**src/hw/rtl/v3au_pkg.sv**
```systemverilog
// Package for the vector-3 arithmetic unit: word types, command codes and helpers.
package v3au_pkg;

   localparam int SqrtSteps = 32;
   localparam int QuoW      = 17;
   localparam int DivSteps  = QuoW;
   localparam int RemW      = 36;
   localparam int Latency   = 3 + SqrtSteps + DivSteps + 1;

   typedef enum logic [2:0] {
      CmdAdd       = 3'd0,
      CmdSub       = 3'd1,
      CmdScale     = 3'd2,
      CmdDot       = 3'd3,
      CmdCross     = 3'd4,
      CmdLength    = 3'd5,
      CmdNormalize = 3'd6
   } cmd_type;

   localparam logic [1:0] StatusOk      = 2'd0;
   localparam logic [1:0] StatusSat     = 2'd1;
   localparam logic [1:0] StatusZeroLen = 2'd2;

   typedef struct packed {
      logic [2:0]         command;
      logic signed [31:0] a_x;
      logic signed [31:0] a_y;
      logic signed [31:0] a_z;
      logic signed [31:0] b_x;
      logic signed [31:0] b_y;
      logic signed [31:0] b_z;
      logic signed [31:0] scale_factor;
   } req_type;

   typedef struct packed {
      logic signed [31:0] r_x;
      logic signed [31:0] r_y;
      logic signed [31:0] r_z;
      logic [1:0]         status;
   } rsp_type;

   // Operands for one lane.
   typedef struct packed {
      logic [2:0]         command;
      logic signed [31:0] add_a;
      logic signed [31:0] add_b;
      logic signed [31:0] mul0_a;
      logic signed [31:0] mul0_b;
      logic signed [31:0] mul1_a;
      logic signed [31:0] mul1_b;
   } lane_in_type;

   // Sideband that travels beside the square root and divider.
   typedef struct packed {
      logic [2:0]        command;
      logic [2:0][31:0]  r;
      logic              sat;
      logic [2:0][31:0]  mag;
      logic [2:0]        neg;
   } sb_type;

   typedef struct packed {
      logic [31:0] value;
      logic        flag;
   } sat_type;

   function automatic sat_type sat32(input logic signed [63:0] v);
      sat_type res;
      if (v > 64'sd2147483647) begin
         res.value = 32'h7FFF_FFFF;
         res.flag  = 1'b1;
      end else if (v < -64'sd2147483648) begin
         res.value = 32'h8000_0000;
         res.flag  = 1'b1;
      end else begin
         res.value = v[31:0];
         res.flag  = 1'b0;
      end
      return res;
   endfunction

endpackage

```
**src/hw/rtl/v3au_div.sv**
```systemverilog
// Pipelined restoring divider for the normalize quotient, one bit per stage.
module v3au_div (
   input  logic            clock,
   input  logic [47:0]     num,
   input  logic [31:0]     den,
   output logic [16:0]     quo
);
   import v3au_pkg::*;

   logic [47:0]     rem_ff [DivSteps];
   logic [31:0]     den_ff [DivSteps];
   logic [QuoW-1:0] quo_ff [DivSteps];

   for (genvar s = 0; s < DivSteps; s++) begin : g_step
      localparam int J = QuoW - 1 - s;
      logic [47:0]     rem_prev, rem_in;
      logic [31:0]     den_prev;
      logic [QuoW-1:0] quo_prev, quo_in;
      logic [48:0]     dsub;

      if (s == 0) begin : g_first
         assign rem_prev = num;
         assign den_prev = den;
         assign quo_prev = '0;
      end else begin : g_next
         assign rem_prev = rem_ff[s-1];
         assign den_prev = den_ff[s-1];
         assign quo_prev = quo_ff[s-1];
      end

      always_comb begin
         dsub = 49'(den_prev) << J;
         if (49'(rem_prev) >= dsub) begin
            rem_in = 48'(49'(rem_prev) - dsub);
            quo_in = {quo_prev[QuoW-2:0], 1'b1};
         end else begin
            rem_in = rem_prev;
            quo_in = {quo_prev[QuoW-2:0], 1'b0};
         end
      end

      always_ff @(posedge clock) begin
         rem_ff[s] <= rem_in;
         den_ff[s] <= den_prev;
         quo_ff[s] <= quo_in;
      end
   end

   assign quo = quo_ff[DivSteps-1];
endmodule

```
**config.mk**
```make
export PLATFORM = sky130hd
export DESIGN_NAME = v3au_div
export DESIGN_NICKNAME = d
export VERILOG_FILES = /design/src/hw/rtl/v3au_pkg.sv /design/src/hw/rtl/v3au_div.sv
export SDC_FILE = /design/constraint.sdc
export NUM_CORES = 2
export LEC_CHECK = 0
export BUFFER_PORTS_ARGS = -buffer_cell sky130_fd_sc_hd__buf_2
export CAP_MARGIN = 10
export CORE_MARGIN = 1.5
export CORE_UTILIZATION = 52
export CTS_CLUSTER_DIAMETER = 50
export DETAILED_ROUTE_END_ITERATION = 10
export PLACE_DENSITY = 0.7
export SYNTH_ARGS = -nofsm -noshare
export SYNTH_HDL_FRONTEND = slang
export SYNTH_SLANG_ARGS = --single-unit
export TNS_END_PERCENT = 20
```
**constraint.sdc**
```tcl
create_clock -name clock -period 3.3 [get_ports clock]
set_clock_uncertainty 0.2 [all_clocks]
set_input_delay 0 -clock clock [delete_from_list [all_inputs] [get_ports clock]]
set_output_delay 0 -clock clock [all_outputs]
set_load 0.05 [all_outputs]
```
==> reports/results.txt <==
DRC -> 0
Detail Placement HPWL -> 126 mm
global-route usage over all layers -> 26.0%
antenna-violating nets left -> 0
Multi-input gate area -> 0.0371 sq mm
Synth cell types -> 90
Syn Std Cell Area -> 0.0661 sq mm
setup TNS -> -18.72 ns
Worst Path Class, Setup -> reg2reg
reg2reg path depth -> 15
layout cells sized above 1 -> 25.5%
DR WL/cell -> 16.8 um
drt pass-1 iters -> 6
commonest non-fill, non-tap cell in the layout -> dfxtp_1
I/O pin count -> 98
Initial Util -> 52.5%
commonest non-fill, non-tap cells in the layout -> dfxtp_1, buf_4, inv_1, nand2_1, a21oi_1
Die Wd -> 360 um
failing checks -> negative setup slack
Bufs on Longest Clock Path -> 3
worst hold path cell count -> 5
Die Footprint -> 0.129 sq mm
Vias/cell -> 5.39
Tightest Pin Transition -> 0.904 ns
Hold Slack -> 0.0821 ns
syn_nets -> 7969
clk root buf -> clkbuf_16
FP Rows -> 130
cell taking the most area after synthesis -> dfxtp_1
Hold Startpoint -> num[27]
Register Area -> 0.0287 sq mm
Final Setup Violations -> 170
fin. max-slew vios -> 0
Leak Pwr -> 41.3 nW
Syn. warnings -> 0
Main synth FF type -> dfxtp_1
Tmin final -> 3.65 ns
HP Class -> in2reg
Iteration-0 DRC Markers -> 2902
TritonCTS Buffers -> 164
Post-synth EDFFs -> 0
synthesized area per cell -> 9.02 sq um
r2r setup slk -> -0.35 ns
pin count of the biggest net entering global routing -> 60
FILL cells -> 9256
Tot Pwr -> 90.9 mW
grt ovf -> 0
DRT Wirelength -> 178 mm
CP Capture Type -> flop
DR vias -> 57100
Layout area overhead -> 34.2%
max-cap violations -> 0
gpl congestion -> 0.960
Peak VDD IR -> 0.658 mV
crit path DAT -> 4.18 ns
Non-Filler Instances -> 10600
final net count -> 9456
Worst Setup SP -> rem_ff[0][673]
FF+latch count, synth -> 1433
slew margin rel. -> 39.3%
initial antenna violation count -> 1
worst r2r dst -> rem_ff[0][757]
Clock Latency Late Sink -> 0.80 ns
core area -> 0.126 sq mm
PortBufs -> 97
Final Hold Viols -> 0
global-route wire length before repair -> 278 mm
Synth top area share -> 43.4%
CTS tree -> yes
Num Clock Sinks -> 1433
critical path fanouts, max -> 3
number of global-route vias before repair -> 58900
PwrDens -> 1020 mW/mm^2
max frequency -> 0.274 GHz
placed insts -> 9978
post-synthesis sequential area ratio -> 43.4%
CP required -> 3.83 ns
RSZ-0062 raised after global routing -> yes
final worst slack -> -0.355 ns
Worst-path clk slew -> 0.06 ns
Cells after Synth -> 7328
Hold Path End -> rem_ff[0][27]
largest cells by area after synthesis -> dfxtp_1, ha_1, a21oi_1, o21ai_0, xnor2_1
reg2reg start -> rem_ff[0][673]
final period utilization -> 111%
die height -> 360 um
CP Launch Type -> flop
status -> finished with violations
asr flop ratio synth -> 0%
pre-CTS WS -> -0.684 ns
Max H-tree Level -> 4
-- final cells by class --
type | count | share of cell area (%)
Timing Repair Buffer | 1528 | 14.0
Clock buffer | 214 | 5.08
Inverter | 687 | 2.91
Multi-Input combinational cell | 5001 | 41.8
Sequential cell | 1433 | 32.4
Antenna cell | 1 | 0.00282
Clock inverter | 82 | 1.38
Tap cell | 1650 | 2.33
-- power breakdown --
part / switching [mW] / internal [mW] / leakage, nW
clock: 7.42 / 11.3 / 2.78
combinational: 23.5 / 23.0 / 26.5
sequential: 3.20 / 22.5 / 12.1
-- through the flow --
stage | util [%] | instance area (sq um)
detailed placement | 60.9 | 76600
global route | 70.5 | 88700
floorplan | - | 66200
global placement | 60.9 | 76600
finish | 70.5 | 88700
CTS | 68.8 | 86600
-- routing by layer --
layer | global-route usage (%) | vias up | wire (um)
met5 | 0 | - | 0
li1 | - | 28400 | -
met3 | 3.31 | 658 | 5240
met4 | 17.1 | 0 | 12000
met2 | 52.5 | 1442 | 97400
met1 | 24.1 | 26600 | 63500
-- logic make-up (layout without fill, tap and decap cells) --
family	after synthesis	count (layout)	share of synthesized area, %
adder cells (fa/ha/maj)	560	560	10.8
XOR/XNOR	572	572	7.58
multiplexers	92	92	1.56
AO/OA/AOI/OAI	2025	2025	18.9
buffers and inverters	894	2511	5.15
other	0	1	0
AND/OR/NAND/NOR	1752	1752	12.7
flip-flops	1433	1433	43.4
-- worst max path at each step --
stage	slack [ns]	to
CTS	-0.37	rem_ff[0][761]
finish	-0.35	rem_ff[0][757]
global placement	-0.69	rem_ff[0][383]
global route	-0.48	rem_ff[0][757]
detailed placement	-0.68	rem_ff[0][383]
floorplan	-0.23	rem_ff[0][761]
-- synth_stat cells, types with 78 or more instances --
master and number:
ha_1 544, nor3_1 103, nand3_1 102, o21bai_1 78, xor2_1 270, nand2_1 620, nand4_1 108, a21oi_1 636
clkbuf_1 172, nor2_1 393, mux2_2 84, dfxtp_1 1433, inv_1 686, a21o_1 334, o21ai_0 549, xnor2_1 302
-- worst max-delay path, cell delays in order, from the launching register on --
cell       delay [ns]
dfxtp_2          0.32
inv_2            0.06
ha_4             0.13
inv_2            0.03
fa_2             0.34
a21o_1           0.20
a21oi_2          0.16
o21bai_2         0.09
a2bb2oi_2        0.18
a221oi_4         0.31
a211oi_2         0.15
or3_4            0.40
a31o_1           0.22
a2111o_1         0.46
nor4_2           0.19
xor2_1           0.15
-- registers in the layout (all words and copies together), names as in the netlist --
signal,flops
rem_ff,768
quo_ff,153
den_ff,512
-- what timing repair did --
| action | CTS | global route |
|---|---|---|
| endpoints found under the hold margin | 81 | 2 |
| resized for setup | 446 | 346 |
| hold buffers | 159 | 3 |
| cloned | 4 | 11 |
| pin swaps | 178 | 202 |
| endpoints found under the setup margin | 563 | 515 |
| buffers inserted | 93 | 76 |
(Power assumes the default switching activity.)
