<file path="src/hw/rtl/v3au_pkg.sv">
// Package for the vector-3 arithmetic unit: word types, command codes and helpers.
package v3au_pkg;

   localparam int SqrtSteps = 32;
   localparam int QuoW      = 17;
   localparam int DivSteps  = QuoW;
   localparam int RemW      = 36;
   localparam int Latency   = 3 + SqrtSteps + DivSteps + 1;

   typedef enum logic [2:0] {
      CmdAdd       = 3'd0,
      CmdSub       = 3'd1,
      CmdScale     = 3'd2,
      CmdDot       = 3'd3,
      CmdCross     = 3'd4,
      CmdLength    = 3'd5,
      CmdNormalize = 3'd6
   } cmd_type;

   localparam logic [1:0] StatusOk      = 2'd0;
   localparam logic [1:0] StatusSat     = 2'd1;
   localparam logic [1:0] StatusZeroLen = 2'd2;

   typedef struct packed {
      logic [2:0]         command;
      logic signed [31:0] a_x;
      logic signed [31:0] a_y;
      logic signed [31:0] a_z;
      logic signed [31:0] b_x;
      logic signed [31:0] b_y;
      logic signed [31:0] b_z;
      logic signed [31:0] scale_factor;
   } req_type;

   typedef struct packed {
      logic signed [31:0] r_x;
      logic signed [31:0] r_y;
      logic signed [31:0] r_z;
      logic [1:0]         status;
   } rsp_type;

   // Operands for one lane.
   typedef struct packed {
      logic [2:0]         command;
      logic signed [31:0] add_a;
      logic signed [31:0] add_b;
      logic signed [31:0] mul0_a;
      logic signed [31:0] mul0_b;
      logic signed [31:0] mul1_a;
      logic signed [31:0] mul1_b;
   } lane_in_type;

   // Sideband that travels beside the square root and divider.
   typedef struct packed {
      logic [2:0]        command;
      logic [2:0][31:0]  r;
      logic              sat;
      logic [2:0][31:0]  mag;
      logic [2:0]        neg;
   } sb_type;

   typedef struct packed {
      logic [31:0] value;
      logic        flag;
   } sat_type;

   function automatic sat_type sat32(input logic signed [63:0] v);
      sat_type res;
      if (v > 64'sd2147483647) begin
         res.value = 32'h7FFF_FFFF;
         res.flag  = 1'b1;
      end else if (v < -64'sd2147483648) begin
         res.value = 32'h8000_0000;
         res.flag  = 1'b1;
      end else begin
         res.value = v[31:0];
         res.flag  = 1'b0;
      end
      return res;
   endfunction

endpackage

</file>
<file path="src/hw/rtl/v3au_sqrt.sv">
// Pipelined integer square root, one result bit per stage.
module v3au_sqrt (
   input  logic        clock,
   input  logic [63:0] radicand,
   output logic [31:0] root
);
   import v3au_pkg::*;

   logic [RemW-1:0] rem_ff  [SqrtSteps];
   logic [31:0]     root_ff [SqrtSteps];
   logic [63:0]     rad_ff  [SqrtSteps];

   for (genvar k = 0; k < SqrtSteps; k++) begin : g_step
      logic [RemW-1:0] rem_prev, shifted, trial, rem_in;
      logic [31:0]     root_prev, root_in;
      logic [63:0]     rad_prev;

      if (k == 0) begin : g_first
         assign rem_prev  = '0;
         assign root_prev = '0;
         assign rad_prev  = radicand;
      end else begin : g_next
         assign rem_prev  = rem_ff[k-1];
         assign root_prev = root_ff[k-1];
         assign rad_prev  = rad_ff[k-1];
      end

      always_comb begin
         shifted = {rem_prev[RemW-3:0], rad_prev[63:62]};
         trial   = RemW'({root_prev, 2'b01});
         if (shifted >= trial) begin
            rem_in  = shifted - trial;
            root_in = {root_prev[30:0], 1'b1};
         end else begin
            rem_in  = shifted;
            root_in = {root_prev[30:0], 1'b0};
         end
      end

      always_ff @(posedge clock) begin
         rem_ff[k]  <= rem_in;
         root_ff[k] <= root_in;
         rad_ff[k]  <= {rad_prev[61:0], 2'b00};
      end
   end

   assign root = root_ff[SqrtSteps-1];
endmodule

</file>
<file path="config.mk">
export PLATFORM = sky130hd
export DESIGN_NAME = v3au_sqrt
export DESIGN_NICKNAME = d
export VERILOG_FILES = /design/src/hw/rtl/v3au_pkg.sv /design/src/hw/rtl/v3au_sqrt.sv
export SDC_FILE = /design/constraint.sdc
export NUM_CORES = 2
export LEC_CHECK = 0
export CORE_MARGIN = 2
export CORE_UTILIZATION = 50
export DETAILED_ROUTE_END_ITERATION = 8
export DONT_BUFFER_PORTS = 1
export RECOVER_POWER = 100
export SETUP_SLACK_MARGIN = 0.02
export SYNTH_ARGS = -nofsm -noshare
export SYNTH_HDL_FRONTEND = slang
export SYNTH_MEMORY_MAX_BITS = 65536
export SYNTH_SLANG_ARGS = --single-unit
</file>
<file path="constraint.sdc">
create_clock -name clock -period 8.1 [get_ports clock]
set_clock_uncertainty 0.05 [all_clocks]
set_input_delay 1.62 -clock clock [delete_from_list [all_inputs] [get_ports clock]]
set_output_delay 1.62 -clock clock [all_outputs]
set_load 0.02 [all_outputs]
</file>
==> flow_summary.toml <==
[clock_tree]
clock-root-buffer = "clkbuf_16"
htree_levels = 5
cts_resized = 0
clockBufferDepth = 4
clk_pin_slew_ns = 0.06
cts_tree = "yes"
numCtsBuffers = 274
hold_buffers = 0
cts_sinks = 2523
post_cts_buffers = 0
clkLatencyLatePin_ns = 0.90

[global_routing]
grt_pass1_wl_um = 312200
grt_util_all_layers_pct = 20.48
grt_max_degree = 61
grt_pass1_vias = 60650
antenna_found_initial = 8
grt_overflow = 0

[synthesis]
synth_xor_area_share_pct = 8.100
synth_top_family_by_area = "simple AND/OR/NAND/NOR gates"
synth-compound-area-share_pct = 12.29
ys_warn_count = 0
synth_simple_gate_area_share_pct = 12.38
mappedNetlistNets = 9721
yosysUniqueCellTypes = 88
synth_seq_area_share_pct = 54.76
synth.largest_area_cell = "dfxtp_1"
synthFlopType = "dfxtp_1"
synth_cells = 9094
yosysTopAreaCellShare_pct = 54.76
syn_area_um2 = 92230
post_synth_main_area_contributors = "dfxtp_1 (55%), ha_1 (7.6%), xnor2_1 (4.2%), xor2_1 (3.9%), a21oi_1 (3.5%)"
synth_adder_area_share_pct = 7.624
synth.avg_cell_area_um2 = 10.14
synth_edf_count = 0
yosys_register_bits = 2523
ys_async_sr_fraction_pct = 0
synth_mux_area_share_pct = 1.176

[place]
port_buffers = 0
dpl_cell_area_um2 = 94810
dp.cells = 11390
dp_slack_ns = 4.044
dp_hpwl_um = 145900
place_congestion = 0.9119

[route]
vias_per_cell = 5.203
drtPass1Iterations = 6
wire_per_inst_um = 16.37
drtAntennaViolNets = 0
drt_iter0_markers = 3803
vias = 61680
wirelength_um = 194100
remaining_drc_errors = 0

[sta]
tns_ns = 0
period_share_pct = 66.82
final_max_slew_viol_count = 646
period_needed_ns = 5.412
final-hold-violation-count = 0
fin_hold_ws_ns = 0.2628
worst_pin_slew_ns = 2.671
fmax_ghz = 0.1848
maxSlewHeadroom_pct = -78.06
timing.final.ws_setup_ns = 2.688
setup_viol = 0
rsz0062_at_grt = "false"

[floorplan]
die_w_um = 433.5
core_area_um2 = 183300
num_rows = 157
initial_core_util_pct = 50.32
die_area_um2 = 187900
io_pins = 97
die_h_um = 433.5

[setup_path]
crit_chain = "inv_1 -> ha_1 -> o21a_1 -> o311ai_0 -> a31oi_1 -> o21ai_0 -> o21bai_1 -> a221oi_1 -> o211ai_1 -> clkbuf_1 -> or4b_2 -> o2111ai_1"
r2r-end = "rem_ff[1][535]$_DFF_P_"
critical_path_class = "register to register"
cp_top_family = "compound AO/OA/AOI/OAI gates"
slowest_stage = "clkbuf_1"
cp_max_fo = 56
worstPathRequired_ns = 8.82
arrival_ns = 6.13
r2r_cells = 12
startpoint = "root_ff[1][418]$_DFF_P_"
r2r_start = "root_ff[1][418]$_DFF_P_"
critPathLaunchType = "register"
cp_num_cells = 12
end_kind = "register"
critical_path_buf_inv_count = 2
reg2reg_slack_ns = 2.69
slowest_delay_ns = 1.84
cp-endpoint = "rem_ff[1][535]$_DFF_P_"

[pwr]
p_switching_mw = 9.194
power_switching_share_pct = 27.55
pwr-share-comb_pct = 15.6
seqPwrFrac_pct = 48.0
power_mw = 33.37
power.share.clock_pct = 36.4
peakVddDrop_uv = 238.7
leakage_nw = 48.16
internal-power_mw = 24.18
pwr_density_cell_nw_per_um2 = 322.2

[final_layout]
fin_area_um2 = 103600
fin_util_pct = 56.50
fillers = 15970
drive_gt1_share_pct = 6.018
final_cell_count_no_fill = 11850
layout.nets = 9833
regArea_um2 = 50510
syn_to_final_growth_pct = 12.28
multi_input_area_um2 = 38360

[hold_path]
hp-class = "register to register"

[status]
outcome = "complete, but fails checks"
failed_checks = "max-capacitance violations, max-slew violations"

[job]
cap_violations = 13
[flip-flops by register name (all words and copies together), names as in the netlist]
name / cells
rad_ff: 992
rem_ff: 1003
root_ff: 528
[how the worst min path moves through the flow]
stage,from,end,slack [ns],cells past startpoint
floorplan,rad_ff[0][36]$_DFF_P_,rad_ff[0][100]$_DFF_P_,0.26,0
global placement,rad_ff[0][896]$_DFF_P_,rad_ff[0][960]$_DFF_P_,0.26,0
detailed placement,rad_ff[0][88]$_DFF_P_,rad_ff[0][152]$_DFF_P_,0.26,0
CTS,rad_ff[0][68]$_DFF_P_,rad_ff[0][132]$_DFF_P_,0.26,0
global route,rad_ff[0][674]$_DFF_P_,rad_ff[0][738]$_DFF_P_,0.27,0
finish,rad_ff[0][77]$_DFF_P_,rad_ff[0][141]$_DFF_P_,0.26,0
[final cells by class]
class | instances | area share (%)
Multi-Input combinational cell | 5677 | 37.04
Tap cell | 2464 | 2.977
Antenna cell | 1 | 0.002417
Sequential cell | 2523 | 48.78
Clock inverter | 101 | 1.135
Timing Repair Buffer | 22 | 0.08337
Inverter | 708 | 2.566
Clock buffer | 357 | 7.421
[routing by layer]
layer	track usage, %	up-vias	part of all wire (%)
met2	36.27	1168	49
met1	25.02	28750	44
met5	0	-	0
met4	7.774	0	3.5
met3	2.979	425	3.8
li1	-	31330	-
[layout by cell type (no fill, tap or decap), types with 20 or more instances in the layout]
cell type,instances
o211ai_1,43
a211o_1,22
o21a_1,88
nor4_1,115
nor2b_1,68
a21oi_1,639
xor2_1,406
nand3b_1,30
a31oi_1,56
a21boi_0,25
o31ai_1,43
and2_1,20
dfxtp_1,2523
and3_1,52
bufinv_16,22
nand2b_1,109
nand2_1,593
ha_1,562
nand3_1,150
clkbuf_1,58
mux2_2,68
or4_1,54
a211oi_1,49
nand4_1,116
or2_2,41
clkbuf_16,279
or3_1,85
a2111oi_0,23
inv_1,707
mux2_1,23
o21bai_1,56
nor3_1,201
xnor2_1,447
a21o_1,190
nor2_1,616
clkinv_2,46
o21ai_0,430
clkbuf_8,41
[power groups by stage]
| stage | clock, mW | combinational, mW | sequential, mW |
|---|---|---|---|
| floorplan | 0 | 4.15 | 15.7 |
| global placement | 0 | 5.15 | 16.3 |
| detailed placement | 0 | 5.20 | 16.3 |
| CTS | 12.5 | 5.25 | 16.0 |
| global route | 13.0 | 5.85 | 16.3 |
| finish | 12.1 | 5.22 | 16.0 |
[synthesized netlist by cell type, drive strengths merged (30+ instances only)]
library cell and number:
nand2 593, nor3 202, clkbuf 163, nand2b 109
ha 562, nor2 616, o21bai 57, and3 52
o21ai 431, nand3b 30, or2 42, o211ai 43
or3 85, a211oi 49, xor2 406, a31oi 57
a21oi 641, o31ai 43, xnor2 447, nand3 151
a21o 190, mux2 91, o21a 88, or4 57
nor2b 68, nand4 116, dfxtp 2523, inv 707
nor4 117
[logic make-up after synthesis]
| kind of cell | Yosys count |
|---|---|
| DFF | 2523 |
| and+or+nand+nor | 2328 |
| AOI/OAI and AO/OA | 1836 |
| buffers and inverters | 894 |
| xor gates and xnor gates | 853 |
| adders and majority gates | 562 |
| muxes | 97 |
| other | 1 |
No activity file was read; power rests on OpenSTA's default activity.
